## config.mk

```make
export PLATFORM = sky130hd
export DESIGN_NAME = permutation_unrank_lexicographic_core_flat
export DESIGN_NICKNAME = d
export VERILOG_FILES = /design/src/hdl/perm_unrk_pkg.sv /design/src/hdl/perm_unrk_if.sv /design/src/hdl/permutation_unrank_lexicographic_core.sv /design/src/hdl/perm_unrk_mod_stage.sv /design/src/hdl/perm_unrk_digit_stage.sv /design/src/hdl/perm_unrk_emit.sv /design/src/flat_wrapper.sv
export SDC_FILE = /design/constraint.sdc
export NUM_CORES = 2
export LEC_CHECK = 0
export BUFFER_PORTS_ARGS = -buffer_cell sky130_fd_sc_hd__buf_2
export CAP_MARGIN = 10
export CORE_AREA = 2 2 267 334
export CTS_CLUSTER_DIAMETER = 30
export CTS_CLUSTER_SIZE = 25
export DETAILED_ROUTE_END_ITERATION = 8
export DIE_AREA = 0 0 269 336
export HOLD_SLACK_MARGIN = 0.05
export PLACE_DENSITY = 0.82
export RECOVER_POWER = 100
export SETUP_SLACK_MARGIN = 0.4
export SKIP_CTS_REPAIR_TIMING = 1
export SYNTH_ARGS = -nofsm -noshare
export SYNTH_HDL_FRONTEND = slang
export SYNTH_SLANG_ARGS = --single-unit
```

## constraint.sdc

```tcl
create_clock -name clk -period 24.8 [get_ports clk]
set_clock_uncertainty 0.1 [all_clocks]
set_input_delay 6.2 -clock clk [delete_from_list [all_inputs] [get_ports clk]]
set_output_delay 6.2 -clock clk [all_outputs]
set_load 0.02 [all_outputs]
```

## src/hdl/perm_unrk_pkg.sv

```systemverilog
// ----------------------------------------------------------------------------
// perm_unrk_pkg
// Shared widths, pipeline payload types and the factorial table for the
// lexicographic permutation unranking core.
// ----------------------------------------------------------------------------
`default_nettype none

package perm_unrk_pkg;

  localparam int MAX_ELEMENTS = 8;
  localparam int ELEM_W       = 3;
  localparam int POS_W        = 3;
  localparam int CNT_W        = 4;
  localparam int RANK_W       = 16;
  // rank bits retired by one modulo stage
  localparam int MOD_BITS     = 4;
  localparam int MOD_STAGES   = RANK_W / MOD_BITS;

  localparam logic [CNT_W-1:0] CNT_RESET = CNT_W'(MAX_ELEMENTS);

  typedef logic [MAX_ELEMENTS-1:0][ELEM_W-1:0] elem_vec_t;

  // payload of the modulo n! stages
  typedef struct packed {
    logic              vld;
    logic [CNT_W-1:0]  cnt;
    logic [RANK_W-1:0] dvd;
    logic [RANK_W-1:0] rem;
  } mod_pl_t;

  // payload of the digit / selection stages
  typedef struct packed {
    logic              vld;
    logic [CNT_W-1:0]  cnt;
    logic [RANK_W-1:0] rem;
    elem_vec_t         lst;
    elem_vec_t         perm;
  } dig_pl_t;

  // k! for k = 0..8
  function automatic logic [RANK_W-1:0] fact(input logic [CNT_W-1:0] k);
    logic [RANK_W-1:0] f;
    case (k)
      4'd0:    f = 16'd1;
      4'd1:    f = 16'd1;
      4'd2:    f = 16'd2;
      4'd3:    f = 16'd6;
      4'd4:    f = 16'd24;
      4'd5:    f = 16'd120;
      4'd6:    f = 16'd720;
      4'd7:    f = 16'd5040;
      4'd8:    f = 16'd40320;
      default: f = 16'd1;
    endcase
    return f;
  endfunction

  function automatic elem_vec_t identity_list();
    elem_vec_t v;
    for (int i = 0; i < MAX_ELEMENTS; i++) begin
      v[i] = ELEM_W'(i);
    end
    return v;
  endfunction

endpackage

`default_nettype wire

```

## src/hdl/perm_unrk_if.sv

```systemverilog
// ----------------------------------------------------------------------------
// perm_unrk interfaces
// Valid/ready channels: rank requests, permutation results, count writes.
// ----------------------------------------------------------------------------
`default_nettype none

interface perm_unrk_rank_if;
  logic                                valid;
  logic                                ready;
  logic [perm_unrk_pkg::RANK_W-1:0]    rank;
  modport source (output valid, output rank, input ready);
  modport sink   (input valid, input rank, output ready);
endinterface

interface perm_unrk_res_if;
  logic                                valid;
  logic                                ready;
  logic [perm_unrk_pkg::ELEM_W-1:0]    element;
  logic [perm_unrk_pkg::POS_W-1:0]     position;
  logic                                last;
  modport source (output valid, output element, output position, output last,
                  input ready);
  modport sink   (input valid, input element, input position, input last,
                  output ready);
endinterface

interface perm_unrk_cfg_if;
  logic                                valid;
  logic                                ready;
  logic [perm_unrk_pkg::CNT_W-1:0]     data;
  modport source (output valid, output data, input ready);
  modport sink   (input valid, input data, output ready);
endinterface

`default_nettype wire

```

## src/hdl/permutation_unrank_lexicographic_core.sv

```systemverilog
// ----------------------------------------------------------------------------
// permutation_unrank_lexicographic_core
// Rank in, permutation of 0..n-1 out, one element per beat.
//
//   channel | dir | payload                   | handshake
//   req     | in  | rank[15:0]                | valid/ready
//   res     | out | element, position, last   | valid/ready
//   cfg     | in  | data[3:0] = element_count | valid/ready, ready always 1
//
// Pipeline: 4 stages of rank mod n! (4 bits each), 8 digit/selection stages,
// then the output register.
// The output register sends one element per beat, n elements per item
// (n = element_count clamped to 1..8). Synchronous reset empties the
// pipeline and sets element_count to 8. While the last digit stage holds a
// beat the output register cannot yet take, every stage holds, empty ones too.
// ----------------------------------------------------------------------------
`default_nettype none

module permutation_unrank_lexicographic_core (
  input  wire              clk,
  input  wire              rst,
  perm_unrk_rank_if.sink   req,
  perm_unrk_res_if.source  res,
  perm_unrk_cfg_if.sink    cfg
);
  import perm_unrk_pkg::*;

  logic [CNT_W-1:0] element_count;
  logic [CNT_W-1:0] eff_cnt;
  logic             adv;
  mod_pl_t          mod_pl [MOD_STAGES+1];
  dig_pl_t          dig_pl [MAX_ELEMENTS+1];

  assign cfg.ready = 1'b1;

  always_ff @(posedge clk) begin
    if (rst) begin
      element_count <= CNT_RESET;
    end else if (cfg.valid) begin
      element_count <= cfg.data;
    end
  end

  always_comb begin
    eff_cnt = element_count;
    if (element_count == '0) begin
      eff_cnt = 4'd1;
    end else if (element_count > CNT_RESET) begin
      eff_cnt = CNT_RESET;
    end
  end

  assign req.ready = adv;

  always_comb begin
    mod_pl[0].vld = req.valid;
    mod_pl[0].cnt = eff_cnt;
    mod_pl[0].dvd = req.rank;
    mod_pl[0].rem = '0;
  end

  for (genvar g = 0; g < MOD_STAGES; g++) begin : g_mod
    perm_unrk_mod_stage u_mod (
      .clk (clk),
      .rst (rst),
      .adv (adv),
      .d   (mod_pl[g]),
      .q   (mod_pl[g+1])
    );
  end

  always_comb begin
    dig_pl[0].vld  = mod_pl[MOD_STAGES].vld;
    dig_pl[0].cnt  = mod_pl[MOD_STAGES].cnt;
    dig_pl[0].rem  = mod_pl[MOD_STAGES].rem;
    dig_pl[0].lst  = identity_list();
    dig_pl[0].perm = '0;
  end

  for (genvar g = 0; g < MAX_ELEMENTS; g++) begin : g_dig
    perm_unrk_digit_stage u_dig (
      .clk (clk),
      .rst (rst),
      .adv (adv),
      .pos (POS_W'(g)),
      .d   (dig_pl[g]),
      .q   (dig_pl[g+1])
    );
  end

  perm_unrk_emit u_emit (
    .clk (clk),
    .rst (rst),
    .d   (dig_pl[MAX_ELEMENTS]),
    .adv (adv),
    .res (res)
  );

endmodule

`default_nettype wire

```

## src/hdl/perm_unrk_mod_stage.sv

```systemverilog
// ----------------------------------------------------------------------------
// perm_unrk_mod_stage
// Four restoring long-division steps of rank mod n!, then a register.
// ----------------------------------------------------------------------------
`default_nettype none

module perm_unrk_mod_stage (
  input  wire                    clk,
  input  wire                    rst,
  input  wire                    adv,
  input  perm_unrk_pkg::mod_pl_t d,
  output perm_unrk_pkg::mod_pl_t q
);
  import perm_unrk_pkg::*;

  mod_pl_t           nxt;
  logic [RANK_W-1:0] div;
  logic [RANK_W:0]   t;
  logic [RANK_W-1:0] r;
  logic [RANK_W-1:0] sh;

  always_comb begin
    div = fact(d.cnt);
    r   = d.rem;
    sh  = d.dvd;
    t   = '0;
    for (int s = 0; s < MOD_BITS; s++) begin
      // r < div always holds, so one subtract per bit is enough
      t  = {r, sh[RANK_W-1]};
      sh = {sh[RANK_W-2:0], 1'b0};
      if (t >= {1'b0, div}) begin
        t = t - {1'b0, div};
      end
      r = t[RANK_W-1:0];
    end
    nxt     = d;
    nxt.dvd = sh;
    nxt.rem = r;
  end

  always_ff @(posedge clk) begin
    if (rst) begin
      q.vld <= 1'b0;
    end else if (adv) begin
      q.vld <= nxt.vld;
    end
    if (adv) begin
      q.cnt <= nxt.cnt;
      q.dvd <= nxt.dvd;
      q.rem <= nxt.rem;
    end
  end

endmodule

`default_nettype wire

```

## src/hdl/perm_unrk_digit_stage.sv

```systemverilog
// ----------------------------------------------------------------------------
// perm_unrk_digit_stage
// One permutation position: factorial-base digit, pick from the unused
// list, close the gap, register.
// ----------------------------------------------------------------------------
`default_nettype none

module perm_unrk_digit_stage (
  input  wire                                clk,
  input  wire                                rst,
  input  wire                                adv,
  input  wire [perm_unrk_pkg::POS_W-1:0]     pos,
  input  perm_unrk_pkg::dig_pl_t             d,
  output perm_unrk_pkg::dig_pl_t             q
);
  import perm_unrk_pkg::*;

  dig_pl_t           nxt;
  logic              active;
  logic [CNT_W-1:0]  left;
  logic [RANK_W-1:0] f;
  logic [RANK_W+1:0] r;
  logic [ELEM_W-1:0] dig;
  elem_vec_t         lst_n;

  always_comb begin
    active = {1'b0, pos} < d.cnt;
    left   = d.cnt - 4'd1 - {1'b0, pos};
    f      = fact({1'b0, left[ELEM_W-1:0]});
    r      = {2'b00, d.rem};
    dig    = '0;
    // digit < 8: three compare/subtract steps against 4f, 2f, f
    for (int b = ELEM_W - 1; b >= 0; b--) begin
      if (r >= ({2'b00, f} << b)) begin
        r      = r - ({2'b00, f} << b);
        dig[b] = 1'b1;
      end
    end
    if (dig > left[ELEM_W-1:0]) begin
      dig = left[ELEM_W-1:0];
    end
    for (int j = 0; j < MAX_ELEMENTS - 1; j++) begin
      lst_n[j] = (ELEM_W'(j) >= dig) ? d.lst[j+1] : d.lst[j];
    end
    lst_n[MAX_ELEMENTS-1] = d.lst[MAX_ELEMENTS-1];

    nxt = d;
    if (active) begin
      nxt.rem       = r[RANK_W-1:0];
      nxt.lst       = lst_n;
      nxt.perm[pos] = d.lst[dig];
    end
  end

  always_ff @(posedge clk) begin
    if (rst) begin
      q.vld <= 1'b0;
    end else if (adv) begin
      q.vld <= nxt.vld;
    end
    if (adv) begin
      q.cnt  <= nxt.cnt;
      q.rem  <= nxt.rem;
      q.lst  <= nxt.lst;
      q.perm <= nxt.perm;
    end
  end

endmodule

`default_nettype wire

```

## src/hdl/perm_unrk_emit.sv

```systemverilog
// ----------------------------------------------------------------------------
// perm_unrk_emit
// Output register: holds one finished permutation and sends it out one
// element per beat; stalls the pipeline while it is still sending.
// ----------------------------------------------------------------------------
`default_nettype none

module perm_unrk_emit (
  input  wire                    clk,
  input  wire                    rst,
  input  perm_unrk_pkg::dig_pl_t d,
  output logic                   adv,
  perm_unrk_res_if.source        res
);
  import perm_unrk_pkg::*;

  logic             busy;
  logic [CNT_W-1:0] cnt;
  logic [POS_W-1:0] idx;
  elem_vec_t        perm;
  logic             last_beat;
  logic             beat;
  logic             load;

  always_comb begin
    last_beat = ({1'b0, idx} == (cnt - 4'd1));
    beat      = busy && res.ready;
    load      = d.vld && (!busy || (beat && last_beat));
    adv       = !d.vld || load;
  end

  assign res.valid    = busy;
  assign res.element  = perm[0];
  assign res.position = idx;
  assign res.last     = last_beat;

  always_ff @(posedge clk) begin
    if (rst) begin
      busy <= 1'b0;
      idx  <= '0;
    end else if (load) begin
      busy <= 1'b1;
      idx  <= '0;
    end else if (beat) begin
      if (last_beat) begin
        busy <= 1'b0;
      end
      idx <= idx + 3'd1;
    end
    if (load) begin
      cnt  <= d.cnt;
      perm <= d.perm;
    end else if (beat) begin
      perm <= {perm[0], perm[MAX_ELEMENTS-1:1]};
    end
  end

endmodule

`default_nettype wire
```

## src/flat_wrapper.sv

```systemverilog
// flat-port wrapper written by rule: the top's interface ports become plain ports
module permutation_unrank_lexicographic_core_flat import perm_unrk_pkg::*;
  (clk, rst, req_valid, req_rank, req_ready, res_valid, res_element, res_position, res_last, res_ready, cfg_valid, cfg_data, cfg_ready);
  perm_unrk_rank_if req_i ();
  perm_unrk_res_if res_i ();
  perm_unrk_cfg_if cfg_i ();
  input  wire clk;
  input  wire rst;
  input wire logic [$bits(req_i.valid)-1:0] req_valid;
  input wire logic [$bits(req_i.rank)-1:0] req_rank;
  output wire logic [$bits(req_i.ready)-1:0] req_ready;
  output wire logic [$bits(res_i.valid)-1:0] res_valid;
  output wire logic [$bits(res_i.element)-1:0] res_element;
  output wire logic [$bits(res_i.position)-1:0] res_position;
  output wire logic [$bits(res_i.last)-1:0] res_last;
  input wire logic [$bits(res_i.ready)-1:0] res_ready;
  input wire logic [$bits(cfg_i.valid)-1:0] cfg_valid;
  input wire logic [$bits(cfg_i.data)-1:0] cfg_data;
  output wire logic [$bits(cfg_i.ready)-1:0] cfg_ready;
  assign req_i.valid = req_valid;
  assign req_i.rank = req_rank;
  assign req_ready = req_i.ready;
  assign res_valid = res_i.valid;
  assign res_element = res_i.element;
  assign res_position = res_i.position;
  assign res_last = res_i.last;
  assign res_i.ready = res_ready;
  assign cfg_i.valid = cfg_valid;
  assign cfg_i.data = cfg_data;
  assign cfg_ready = cfg_i.ready;
  permutation_unrank_lexicographic_core u_core (.clk(clk), .rst(rst), .req(req_i), .res(res_i), .cfg(cfg_i));
endmodule
```

==> flow_summary.toml <==
[die]
pin_count = 35
die_area_um2 = 90380
core_um2 = 87050
die_h_um = 336
start_util = 0.5963
fp-row-count = 121
die_x_um = 269

[synth]
synth_edf_count = 493
synth_compound_area_frac = 0.2060
yosysSeqAreaShare = 0.3057
synth_adder_area_share = 0.1429
netlist_area_um2 = 51910
synth_top_family_by_area = "compound AO/OA/AOI/OAI gates"
yosys.area_share.simple = 0.1767
yosys-top-cells-area = "edfxtp_1, ha_1, mux2_2"
synth_top_area_cell = "edfxtp_1"
ys.flop_type = "edfxtp_1"
synth_top_cell_area_share = 0.2852
synth_xor_area_frac = 0.05855
ys_ff_latch = 546
synth.most_common_cell = "nand2_1"
synthDistinctLibCells = 102
muxShareOfSynthArea = 0.07340
netlist_top_cells_count = "nand2_1, ha_1, nor2_1"
async_reset_ff_frac = 0
yosysWarnings = 0
synth_nets = 6476
synth_cells = 5881
synth_area_per_cell_um2 = 8.826

[cells_and_area]
nFillCells = 6916
antenna_cells = 0
drive_gt1_frac = 0.07837
final_nets = 6487
syn_to_final_growth_pct = 8.690
final_cells = 7140

[critical_path]
path_class = "input port to output port"
cp-start-kind = "input port"
critPathMaxFanout = 76
worst_ep_arrival_time_ps = 12320
crit_required_ps = 18500
end_kind = "output port"

[global_routing]
gr-total-overflow = 0
grt_pass1_vias = 44110
grt_first_pass_wirelength_um = 214400
gr-usage-all-layers = 0.2892
grt_antenna_before_repair = 2
grt_max_degree = 192

[flow_run]
max_cap_viol_count = 10

[timing]
hold_viol_final = 0
fin_tns_setup_ps = 0
tightest_slew_ps = 4421
relSlewSlack = -1.947
maxSlewViolCount = 403
rsz0062_at_grt = "no"
finalCritPeriodShare = 0.7507
fin_crit_ps = 18620
max_freq_mhz = 53.72
setup_viol = 0

[run_status]
violations = "capacitance limit, slew limit"
status = "finished with violations"

[clock_network]
root_buffer = "clkbuf_16"
cts_inserted_buffers = 92
htreeDepth = 3
clock_path_buffers = 3
path_clk_slew_ps = 70
cts_tree = "yes"
numClockSinks = 546
clkLatencyLatePin_ps = 710

[detailed_routing]
finalWirelength_um = 133200
via_per_inst = 6.325
vias = 45160
firstDrtPassIters = 8
ant_nets = 0
drcViolationCount = 0
wl_per_cell_um = 18.65
drt_iter0_markers = 2944

[placed_design]
dpl.hpwl_um = 100100
dpl.cell_count = 6965
gp_congestion = 0.9757
io_buffers = 33

[hold_path]
hold_path.class = "flop to flop"
-- area by class of cell --
class                      instances  area, um^2  area share
multi-input combinational       4836       34070      0.6038
sequential                       546       15870      0.2812
clock buffer                      98        2335     0.04138
tap                             1168        1461     0.02590
inverter                         351        1319     0.02338
clock inverter                    76        1060     0.01878
timing repair buffer              65       310.3    0.005500
-- flip-flops by register name (all words and copies together), names as in the netlist --
| signal | cells |
|---|---|
| u_core.u_emit.perm | 21 |
| u_core.u_emit.cnt | 4 |
| u_core.g_mod.u_mod.q | 108 |
| u_core.u_emit.res.element | 3 |
| u_core.g_mod.u_mod.div | 33 |
| u_core.g_dig.u_dig.q | 369 |
| u_core.element_count | 4 |
| u_core.u_emit.res.valid | 1 |
| u_core.u_emit.res.position | 3 |
-- cells by family (layout without fill, tap and decap cells) --
logic type	after synthesis	after routing
xor+xnor	347	347
flops	546	546
mux	345	345
buf+inv	499	590
simple gates	1913	1913
fa+ha+maj	570	570
compound gates	1660	1660
other cells	1	1
-- through the flow --
step	utilization	area (um^2)	hold slack (ps)	setup WS, ps
2_1_floorplan	-	51910	300.3	5681
3_3_place_gp	0.6112	53210	301.0	8397
3_5_place_dp	0.6112	53210	304.5	8037
4_1_cts	0.6502	56600	311.1	8680
5_1_grt	0.6481	56420	314.0	5509
6_report	0.6481	56420	307.2	6183
-- cells in the final DEF (no fill, tap or decap), drive strengths merged, types with 16 or more instances in the layout --
cell,count
a211o,18
a211oi,59
a21boi,65
a21o,166
a21oi,471
a31oi,77
and2,45
and3,40
buf,27
clkbuf,136
clkinv,38
dfxtp,53
edfxtp,493
fa,38
ha,532
inv,368
mux2,242
mux2i,99
nand2,553
nand2b,117
nand3,100
nand4,86
nor2,530
nor2b,107
nor3,132
nor4,34
o211ai,33
o21a,87
o21ai,389
o21bai,30
o31a,32
o31ai,57
or2,37
or3,47
or4,16
xnor2,247
xor2,100
-- path summary, 6_finish.rpt --
kind	startpoint	to	slack [ps]	cells after the start
worst max-delay path	res_ready	req_ready	6180	7
worst min-delay path	u_core.g_dig[7].u_dig.q[67]	u_core.u_emit.cnt[3]	310	0
worst max register to register	u_core.g_mod[2].u_mod.div[1]	u_core.g_mod[2].u_mod.q[3]	9790	49
worst min register to register	u_core.g_dig[7].u_dig.q[67]	u_core.u_emit.cnt[3]	310	0
-- worst max-delay path: stages --
cell,delay [ps]
clkbuf_1,90
a21boi_0,150
clkbuf_1,420
and2_2,230
clkbuf_1,1220
clkinvlp_2,3180
clkbuf_1,740
-- per-layer routing --
metal  vias up  track usage  share of wire
li1      21850            -              -
met1     21210       0.3137           0.38
met5         -            0        0.00025
met2      1532       0.5303           0.51
met4         4       0.1717          0.061
met3       559      0.04108          0.049
Power is not shown: default switching activity piles up to over one toggle a cycle in this logic, so the estimate is an artifact.
